$ cat config.mk
export PLATFORM = sky130hd
export DESIGN_NAME = motor_feedback_multiturn_decoder_top
export DESIGN_NICKNAME = d
export VERILOG_FILES = /design/src/hw/rtl/mfmd_pkg.sv /design/src/hw/rtl/mfmd_fifo.sv /design/src/hw/rtl/mfmd_front.sv /design/src/hw/rtl/mfmd_back.sv /design/src/hw/rtl/motor_feedback_multiturn_decoder_top.sv
export SDC_FILE = /design/constraint.sdc
export NUM_CORES = 2
export LEC_CHECK = 0
export ABC_AREA = 1
export BUFFER_PORTS_ARGS = -buffer_cell sky130_fd_sc_hd__buf_2
export CAP_MARGIN = 20
export CORE_AREA = 2 2 350 352
export DETAILED_ROUTE_END_ITERATION = 10
export DIE_AREA = 0 0 352 354
export GPL_ROUTABILITY_DRIVEN = 0
export PLACE_DENSITY = 0.77
export SYNTH_ARGS = -nofsm -noshare
export SYNTH_HDL_FRONTEND = slang
export SYNTH_SLANG_ARGS = --single-unit
$ cat constraint.sdc
create_clock -name clk -period 17.9 [get_ports clk]
set_clock_uncertainty 0.1 [all_clocks]
set_input_delay 2.685 -clock clk [delete_from_list [all_inputs] [get_ports clk]]
set_output_delay 2.685 -clock clk [all_outputs]
set_load 0.005 [all_outputs]
$ cat src/hw/rtl/mfmd_pkg.sv
// Shared types and constants for the motor feedback multi-turn decoder.
package mfmd_pkg;

	localparam int unsigned HALF_RANGE_DEF = 4096;
	localparam int unsigned MID_DEPTH_DEF  = 2;
	localparam int unsigned OUT_DEPTH_DEF  = 2;

	localparam int unsigned CFG_IDX_W  = 2;
	localparam int unsigned CFG_DATA_W = 48;

	localparam logic [CFG_IDX_W-1:0] REG_MOTOR_NUMBER      = 2'd0;
	localparam logic [CFG_IDX_W-1:0] REG_DEGREES_PER_COUNT = 2'd1;
	localparam logic [CFG_IDX_W-1:0] REG_START_OFFSET      = 2'd2;

	localparam logic [3:0]  MOTOR_NUMBER_RST      = 4'd1;
	localparam logic [31:0] DEGREES_PER_COUNT_RST = 32'd737280;

	localparam logic signed [15:0] SPEED_DEADBAND = 16'sd3;

	typedef struct packed {
		logic [10:0] frame_id;
		logic [7:0]  byte0;
		logic [7:0]  byte1;
		logic [7:0]  byte2;
		logic [7:0]  byte3;
		logic [7:0]  byte4;
		logic [7:0]  byte5;
		logic [7:0]  byte6;
	} frame_t;

	typedef struct packed {
		logic [15:0]        position_raw;
		logic signed [15:0] speed_filtered;
		logic signed [15:0] current_reading;
		logic [7:0]         temperature;
		logic signed [31:0] turn_count;
		logic signed [47:0] angle_fixed;
		logic signed [31:0] angle_whole;
	} result_t;

	// Decoded frame handed from the front to the back
	typedef struct packed {
		logic [15:0]        position;
		logic signed [15:0] speed;
		logic signed [15:0] current;
		logic [7:0]         temperature;
		logic signed [31:0] turns;
	} meas_t;

endpackage

$ cat src/hw/rtl/mfmd_fifo.sv
// Small register queue used between the decoder stages and at the result side.
module mfmd_fifo #(
	parameter int unsigned DEPTH = 2,
	parameter int unsigned WIDTH = 8
) (
	input  logic             clk,
	input  logic             arst_n,
	input  logic             push,
	output logic             full,
	input  logic [WIDTH-1:0] wr_data,
	input  logic             pop,
	output logic             empty,
	output logic [WIDTH-1:0] rd_data
);
	localparam int unsigned PtrW = (DEPTH > 1) ? $clog2(DEPTH) : 1;
	localparam int unsigned CntW = $clog2(DEPTH + 1);
	localparam logic [PtrW-1:0] LastPtr = PtrW'(DEPTH - 1);
	localparam logic [CntW-1:0] FullCnt = CntW'(DEPTH);

	logic [WIDTH-1:0] mem_q [DEPTH];
	logic [PtrW-1:0]  wr_ptr_q;
	logic [PtrW-1:0]  rd_ptr_q;
	logic [CntW-1:0]  count_q;
	logic             do_push;
	logic             do_pop;

	assign full    = (count_q == FullCnt);
	assign empty   = (count_q == '0);
	assign do_push = push && !full;
	assign do_pop  = pop && !empty;
	assign rd_data = mem_q[rd_ptr_q];

	always_ff @(posedge clk) begin
		if (do_push) begin
			mem_q[wr_ptr_q] <= wr_data;
		end
	end

	always_ff @(posedge clk or negedge arst_n) begin
		if (!arst_n) begin
			wr_ptr_q <= '0;
			rd_ptr_q <= '0;
			count_q  <= '0;
		end else begin
			if (do_push) begin
				wr_ptr_q <= (wr_ptr_q == LastPtr) ? '0 : wr_ptr_q + 1'b1;
			end
			if (do_pop) begin
				rd_ptr_q <= (rd_ptr_q == LastPtr) ? '0 : rd_ptr_q + 1'b1;
			end
			unique case ({do_push, do_pop})
				2'b10:   count_q <= count_q + 1'b1;
				2'b01:   count_q <= count_q - 1'b1;
				default: count_q <= count_q;
			endcase
		end
	end

endmodule

$ cat src/hw/rtl/mfmd_front.sv
// Front end: accepts frames, filters by motor number, unpacks and tracks turns.
module mfmd_front #(
	parameter int unsigned HALF_RANGE = mfmd_pkg::HALF_RANGE_DEF
) (
	input  logic            clk,
	input  logic            arst_n,
	input  logic            push,
	output logic            full,
	input  mfmd_pkg::frame_t frame,
	input  logic [3:0]      motor_number,
	output logic            q_push,
	input  logic            q_full,
	output mfmd_pkg::meas_t q_data
);
	import mfmd_pkg::*;

	localparam logic signed [17:0] HalfPos = 18'(HALF_RANGE);
	localparam logic signed [17:0] HalfNeg = -18'(HALF_RANGE);

	logic [15:0]        prev_pos_q;
	logic signed [31:0] turns_q;
	logic [15:0]        pos;
	logic signed [15:0] speed_raw;
	logic signed [17:0] diff;
	logic signed [31:0] turns_next;
	logic               take;

	assign full      = q_full;
	assign take      = push && !q_full && (frame.frame_id[3:0] == motor_number);
	assign q_push    = take;
	assign pos       = {frame.byte0, frame.byte1};
	assign speed_raw = {frame.byte2, frame.byte3};
	assign diff      = $signed({2'b00, pos}) - $signed({2'b00, prev_pos_q});

	always_comb begin
		priority if (diff > HalfPos) begin
			turns_next = turns_q - 32'sd1;
		end else if (diff < HalfNeg) begin
			turns_next = turns_q + 32'sd1;
		end else begin
			turns_next = turns_q;
		end
	end

	always_comb begin
		q_data.position    = pos;
		q_data.speed       = ((speed_raw <= SPEED_DEADBAND) && (speed_raw >= -SPEED_DEADBAND))
			? 16'sd0 : speed_raw;
		q_data.current     = {frame.byte4, frame.byte5};
		q_data.temperature = frame.byte6;
		q_data.turns       = turns_next;
	end

	// Turn state advances only on frames addressed to this motor
	always_ff @(posedge clk or negedge arst_n) begin
		if (!arst_n) begin
			prev_pos_q <= '0;
			turns_q    <= '0;
		end else if (take) begin
			prev_pos_q <= pos;
			turns_q    <= turns_next;
		end
	end

endmodule

$ cat src/hw/rtl/mfmd_back.sv
// Back end: three-stage angle datapath (scale, sum, saturate) with stall.
module mfmd_back (
	input  logic              clk,
	input  logic              arst_n,
	input  logic              q_empty,
	output logic              q_pop,
	input  mfmd_pkg::meas_t   q_data,
	input  logic [31:0]       degrees_per_count,
	input  logic signed [47:0] start_offset,
	output logic              o_push,
	input  logic              o_full,
	output mfmd_pkg::result_t o_data
);
	import mfmd_pkg::*;

	localparam logic signed [59:0] FixMax = 60'sh7FFF_FFFF_FFFF;
	localparam logic signed [59:0] FixMin = -60'sh8000_0000_0000;
	localparam logic signed [43:0] WholeMax = 44'sh000_7FFF_FFFF;
	localparam logic signed [43:0] WholeMin = -44'sh000_8000_0000;

	logic               adv;
	logic               v_s1, v_s2, v_s3;
	meas_t              m_s1, m_s2, m_s3;
	logic [47:0]        prod_s1;
	logic signed [40:0] tdeg_s1;
	logic signed [59:0] sum_s2;
	logic signed [47:0] fixed_s3;
	logic signed [31:0] whole_s3;

	logic signed [40:0] t41;
	logic signed [40:0] tdeg;
	logic signed [59:0] sum;
	logic signed [43:0] whole_trunc;
	logic signed [47:0] fixed_sat;
	logic signed [31:0] whole_sat;

	// Advance the whole pipeline whenever the result queue has room
	assign adv    = !o_full;
	assign q_pop  = adv && !q_empty;
	assign o_push = adv && v_s3;

	// turns * 360 as 256 + 64 + 32 + 8
	assign t41  = 41'(q_data.turns);
	assign tdeg = (t41 <<< 8) + (t41 <<< 6) + (t41 <<< 5) + (t41 <<< 3);

	assign sum = $signed({{3{tdeg_s1[40]}}, tdeg_s1, 16'h0000})
		+ $signed({20'h00000, prod_s1[47:8]})
		- $signed({{12{start_offset[47]}}, start_offset});

	// Truncate toward zero: floor, then bump negative values with a fraction
	assign whole_trunc = sum_s2[59:16]
		+ 44'(sum_s2[59] && (sum_s2[15:0] != 16'h0000));

	always_comb begin
		priority if (sum_s2 > FixMax) begin
			fixed_sat = FixMax[47:0];
		end else if (sum_s2 < FixMin) begin
			fixed_sat = FixMin[47:0];
		end else begin
			fixed_sat = sum_s2[47:0];
		end
		priority if (whole_trunc > WholeMax) begin
			whole_sat = WholeMax[31:0];
		end else if (whole_trunc < WholeMin) begin
			whole_sat = WholeMin[31:0];
		end else begin
			whole_sat = whole_trunc[31:0];
		end
	end

	always_ff @(posedge clk) begin
		if (adv) begin
			m_s1     <= q_data;
			prod_s1  <= q_data.position * degrees_per_count;
			tdeg_s1  <= tdeg;
			m_s2     <= m_s1;
			sum_s2   <= sum;
			m_s3     <= m_s2;
			fixed_s3 <= fixed_sat;
			whole_s3 <= whole_sat;
		end
	end

	always_ff @(posedge clk or negedge arst_n) begin
		if (!arst_n) begin
			v_s1 <= 1'b0;
			v_s2 <= 1'b0;
			v_s3 <= 1'b0;
		end else if (adv) begin
			v_s1 <= !q_empty;
			v_s2 <= v_s1;
			v_s3 <= v_s2;
		end
	end

	always_comb begin
		o_data.position_raw    = m_s3.position;
		o_data.speed_filtered  = m_s3.speed;
		o_data.current_reading = m_s3.current;
		o_data.temperature     = m_s3.temperature;
		o_data.turn_count      = m_s3.turns;
		o_data.angle_fixed     = fixed_s3;
		o_data.angle_whole     = whole_s3;
	end

endmodule

$ cat src/hw/rtl/motor_feedback_multiturn_decoder_top.sv
// A frame's result shows (empty low) after middle queue and three angle stages.
// Throughput: one frame per cycle; the front takes a frame every cycle while the
// middle queue has room, and the three-stage angle datapath stalls only on a full
// result queue. Frames for another motor are accepted and dropped with no result.
// Reset clears the turn counter, last position, queues and loads register defaults.
// Top level: configuration registers, front end, middle queue, back end, result queue.
module motor_feedback_multiturn_decoder_top #(
	parameter int unsigned HALF_RANGE = mfmd_pkg::HALF_RANGE_DEF,
	parameter int unsigned MID_DEPTH  = mfmd_pkg::MID_DEPTH_DEF,
	parameter int unsigned OUT_DEPTH  = mfmd_pkg::OUT_DEPTH_DEF
) (
	input  logic                            clk,
	input  logic                            arst_n,
	input  logic                            push,
	output logic                            full,
	input  mfmd_pkg::frame_t                frame,
	input  logic                            pop,
	output logic                            empty,
	output mfmd_pkg::result_t               result,
	input  logic                            cfg_valid,
	output logic                            cfg_ready,
	input  logic [mfmd_pkg::CFG_IDX_W-1:0]  cfg_index,
	input  logic [mfmd_pkg::CFG_DATA_W-1:0] cfg_data
);
	import mfmd_pkg::*;

	logic [3:0]         motor_number_q;
	logic [31:0]        degrees_per_count_q;
	logic signed [47:0] start_offset_q;

	logic    mid_push, mid_full, mid_pop, mid_empty;
	meas_t   mid_wr, mid_rd;
	logic    out_push, out_full;
	result_t out_wr;

	assign cfg_ready = 1'b1;

	// Unknown register indexes are dropped
	always_ff @(posedge clk or negedge arst_n) begin
		if (!arst_n) begin
			motor_number_q      <= MOTOR_NUMBER_RST;
			degrees_per_count_q <= DEGREES_PER_COUNT_RST;
			start_offset_q      <= '0;
		end else if (cfg_valid && cfg_ready) begin
			unique case (cfg_index)
				REG_MOTOR_NUMBER:      motor_number_q      <= cfg_data[3:0];
				REG_DEGREES_PER_COUNT: degrees_per_count_q <= cfg_data[31:0];
				REG_START_OFFSET:      start_offset_q      <= cfg_data;
				default: ;
			endcase
		end
	end

	mfmd_front #(
		.HALF_RANGE(HALF_RANGE)
	) u_front (
		.clk         (clk),
		.arst_n      (arst_n),
		.push        (push),
		.full        (full),
		.frame       (frame),
		.motor_number(motor_number_q),
		.q_push      (mid_push),
		.q_full      (mid_full),
		.q_data      (mid_wr)
	);

	mfmd_fifo #(
		.DEPTH(MID_DEPTH),
		.WIDTH($bits(meas_t))
	) u_mid_q (
		.clk    (clk),
		.arst_n (arst_n),
		.push   (mid_push),
		.full   (mid_full),
		.wr_data(mid_wr),
		.pop    (mid_pop),
		.empty  (mid_empty),
		.rd_data(mid_rd)
	);

	mfmd_back u_back (
		.clk              (clk),
		.arst_n           (arst_n),
		.q_empty          (mid_empty),
		.q_pop            (mid_pop),
		.q_data           (mid_rd),
		.degrees_per_count(degrees_per_count_q),
		.start_offset     (start_offset_q),
		.o_push           (out_push),
		.o_full           (out_full),
		.o_data           (out_wr)
	);

	mfmd_fifo #(
		.DEPTH(OUT_DEPTH),
		.WIDTH($bits(result_t))
	) u_out_q (
		.clk    (clk),
		.arst_n (arst_n),
		.push   (out_push),
		.full   (out_full),
		.wr_data(out_wr),
		.pop    (pop),
		.empty  (empty),
		.rd_data(result)
	);

endmodule

==> out/results.txt <==
CTS Buf Count -> 111
gr usage total -> 27.0%
Root Buffer -> clkbuf_16
Yosys reg bits -> 1134
Post-CTS Setup Inserts -> 0
Tightest Pin Transition -> 1.20 ns
main flop type after synthesis -> edfxtp_1
Post-CTS Resized -> 0
Num Clock Sinks -> 1134
Max Freq -> 114 MHz
Avg Inst Size Synth -> 9.95 sq um
first-pass iteration count of the detailed router -> 8
Final min period -> 8.74 ns
H-tree depth -> 3
mapped cell area -> 68500 sq um
Fillers -> 9310
post-synthesis compound-gate area fraction -> 4.48%
largest cells by area after synthesis -> edfxtp_1, fa_1, nand2_1
max_slew headroom -> 19.9%
final hold slack -> 0.297 ns
period utilisation layout -> 48.8%
syn_nets -> 7780
XOR/XNOR Fraction of Synth Area -> 2.94%
dpl cell area -> 71500 sq um
DR iter-0 viols -> 4872
Startpoint Class -> flip-flop
DRC Markers -> 0
max_cap viols -> 0
RSZ-0062 raised after global routing -> false
post-synthesis mux area share -> 0.146%
CTS tree -> built
Yosys warning total -> 0
area share of fa/ha/maj cells after synthesis -> 19.5%
GRT Residual Overflow -> 0
critical path class -> flip-flop to flip-flop
vias -> 48500
Async SR Flop Fraction -> 12.6%
Req. time, crit path -> 18.25 ns
Initial Utilization -> 56.7%
Final WS setup -> 9.16 ns
Synth top area share -> 43.4%
Hold-fix buffers, CTS -> 0
pin count of the biggest net entering global routing -> 189
final hold viol count -> 0
sequential fraction of the synthesis area -> 48.7%
vias in the first global route -> 48400
initial antenna violation count -> 23
Pins Over Slew Limit -> 0
number of synthesized flops with an enable pin -> 991
DR vias/cell -> 5.48
class of the worst hold path -> flip-flop to flip-flop
Top Ports -> 293
Core ar. -> 121000 sq um
Design Area, Final -> 75400 sq um
die area -> 125000 sq um
Post-DP HPWL -> 121000 um
Post-Synth Simple-Gate Area -> 17.2%
Critical Path AT -> 9.08 ns
WL final -> 167000 um
Synth-to-Final Area Change -> 10.1%
DRT antenna net count -> 0
clock slew at reported path FFs -> 0.07 ns
chip height -> 354 um
die extent in x -> 352 um
outcome -> complete, no violations
Crit Path Max Fanout -> 24
Final #Nets -> 8008
Rows -> 128
first-pass GRT wire length -> 263000 um
CTS max path bufs -> 3
layout cell share with drive strength beyond 1 -> 8.12%
pre-CTS setup slack -> 9.46 ns
most used standard cell by instance count after synthesis -> nand2_1
post-synthesis cell count -> 6888
Setup TNS Final -> 0 ns
crit end category -> flip-flop
clock latency on the worst-skew pair -> 0.76 ns
Distinct cells, synth -> 59
Synth top cells by count -> nand2_1, inv_1, edfxtp_1
IO buf count -> 284
count of final setup violators -> 0
largest family of logic cells by synthesized area -> adder cells
DR WL/cell -> 18.9 um
largest area contributor in the netlist -> edfxtp_1
-- stage by stage --
| stage | cells | utilization, % |
|---|---|---|
| finish | 8845 | 62.3 |
| global route | 8841 | 62.3 |
| CTS | 8831 | 62.2 |
| detailed placement | 8621 | 59.1 |
| global placement | 8621 | 59.1 |
| floorplan | 6888 | - |
-- worst max-delay path, stage by stage (launching register included) --
cell and delay, ns:
dfrtp_2 0.58, inv_2 0.21, or2_2 0.31, nand2_1 0.81
clkinv_1 0.90, nand2_1 0.29, fa_1 0.47, fa_1 0.56
inv_1 0.06, fa_1 0.50, fa_1 0.52, fa_1 0.54
inv_1 0.05, fa_1 0.54, inv_1 0.07, ha_1 0.36
a21oi_1 0.17, inv_1 0.07, a21oi_1 0.16, o21ai_0 0.10
nand2_1 0.07, nand2_1 0.04, a31oi_1 0.48, o21ai_0 0.21
xor2_1 0.18
-- path summary, 6_finish.rpt --
path	from	end	slack [ns]	cells past startpoint
setup / recovery	u_mid_q.rd_ptr_q	u_back.prod_s1[36]	9.16	24
hold / removal	u_back.m_s1[7]	u_back.m_s2[7]	0.30	0
setup reg to reg	u_mid_q.rd_ptr_q	u_back.prod_s1[36]	9.16	24
hold reg to reg	u_back.m_s1[7]	u_back.m_s2[7]	0.30	0
max in group asynchronous	arst_n	degrees_per_count_q[10]	14.27	2
min in group asynchronous	arst_n	u_front.turns_q[30]	1.95	1
-- cell families (layout without fill, tap and decap cells) --
logic type | count (synthesis) | after routing
and+or+nand+nor | 2934 | 2934
buffers and inverters | 1265 | 1590
DFF | 1134 | 1134
adders and majority gates | 770 | 770
AOI/OAI and AO/OA | 545 | 545
xor gates and xnor gates | 230 | 230
muxes | 9 | 9
other | 1 | 8
-- sequential cells by signal (all words and copies together) (netlist names), 40 cells and up --
register         cells
u_mid_q.mem_q      176
u_back.fixed_s3     48
u_out_q.mem_q      336
u_back.m_s1         86
u_back.prod_s1      40
u_back.m_s2         88
start_offset_q      48
u_back.sum_s2       59
u_back.o_data       88
-- area by class of cell --
type	count	area (sq um)	area share (%)
inverter	1052	3960	5.25
antenna	7	17.5	0.0232
clock buffer	137	2930	3.88
timing repair buffer	328	1910	2.53
tap	1625	2030	2.70
clock inverter	73	788	1.05
sequential	1134	33300	44.2
multi-input combinational	4489	30400	40.3
-- metal layers --
layer | track usage (%) | wire length [um] | vias up
li1 | - | - | 22400
met1 | 35.5 | 65000 | 23200
met2 | 43.8 | 78400 | 2366
met3 | 5.38 | 16100 | 491
met4 | 11.7 | 7660 | 14
met5 | 0 | 99 | -
-- cells in the final DEF, fill, tap and decap left out, types with 36 or more instances in the layout --
cell,synthesis,layout
edfxtp_1,991,991
dfrtp_1,138,136
buf_2,16,283
nand3_1,180,178
xnor2_1,58,58
nor2_1,566,562
a21oi_1,188,188
fa_1,499,499
inv_1,1029,1027
nor3_1,61,61
ha_1,271,271
nand2_1,1971,1971
xor2_1,172,172
clkbuf_16,0,113
o21ai_0,221,221
a31oi_1,36,36
Power is not shown: default switching activity piles up to over one toggle a cycle in this logic, so the estimate is an artifact.
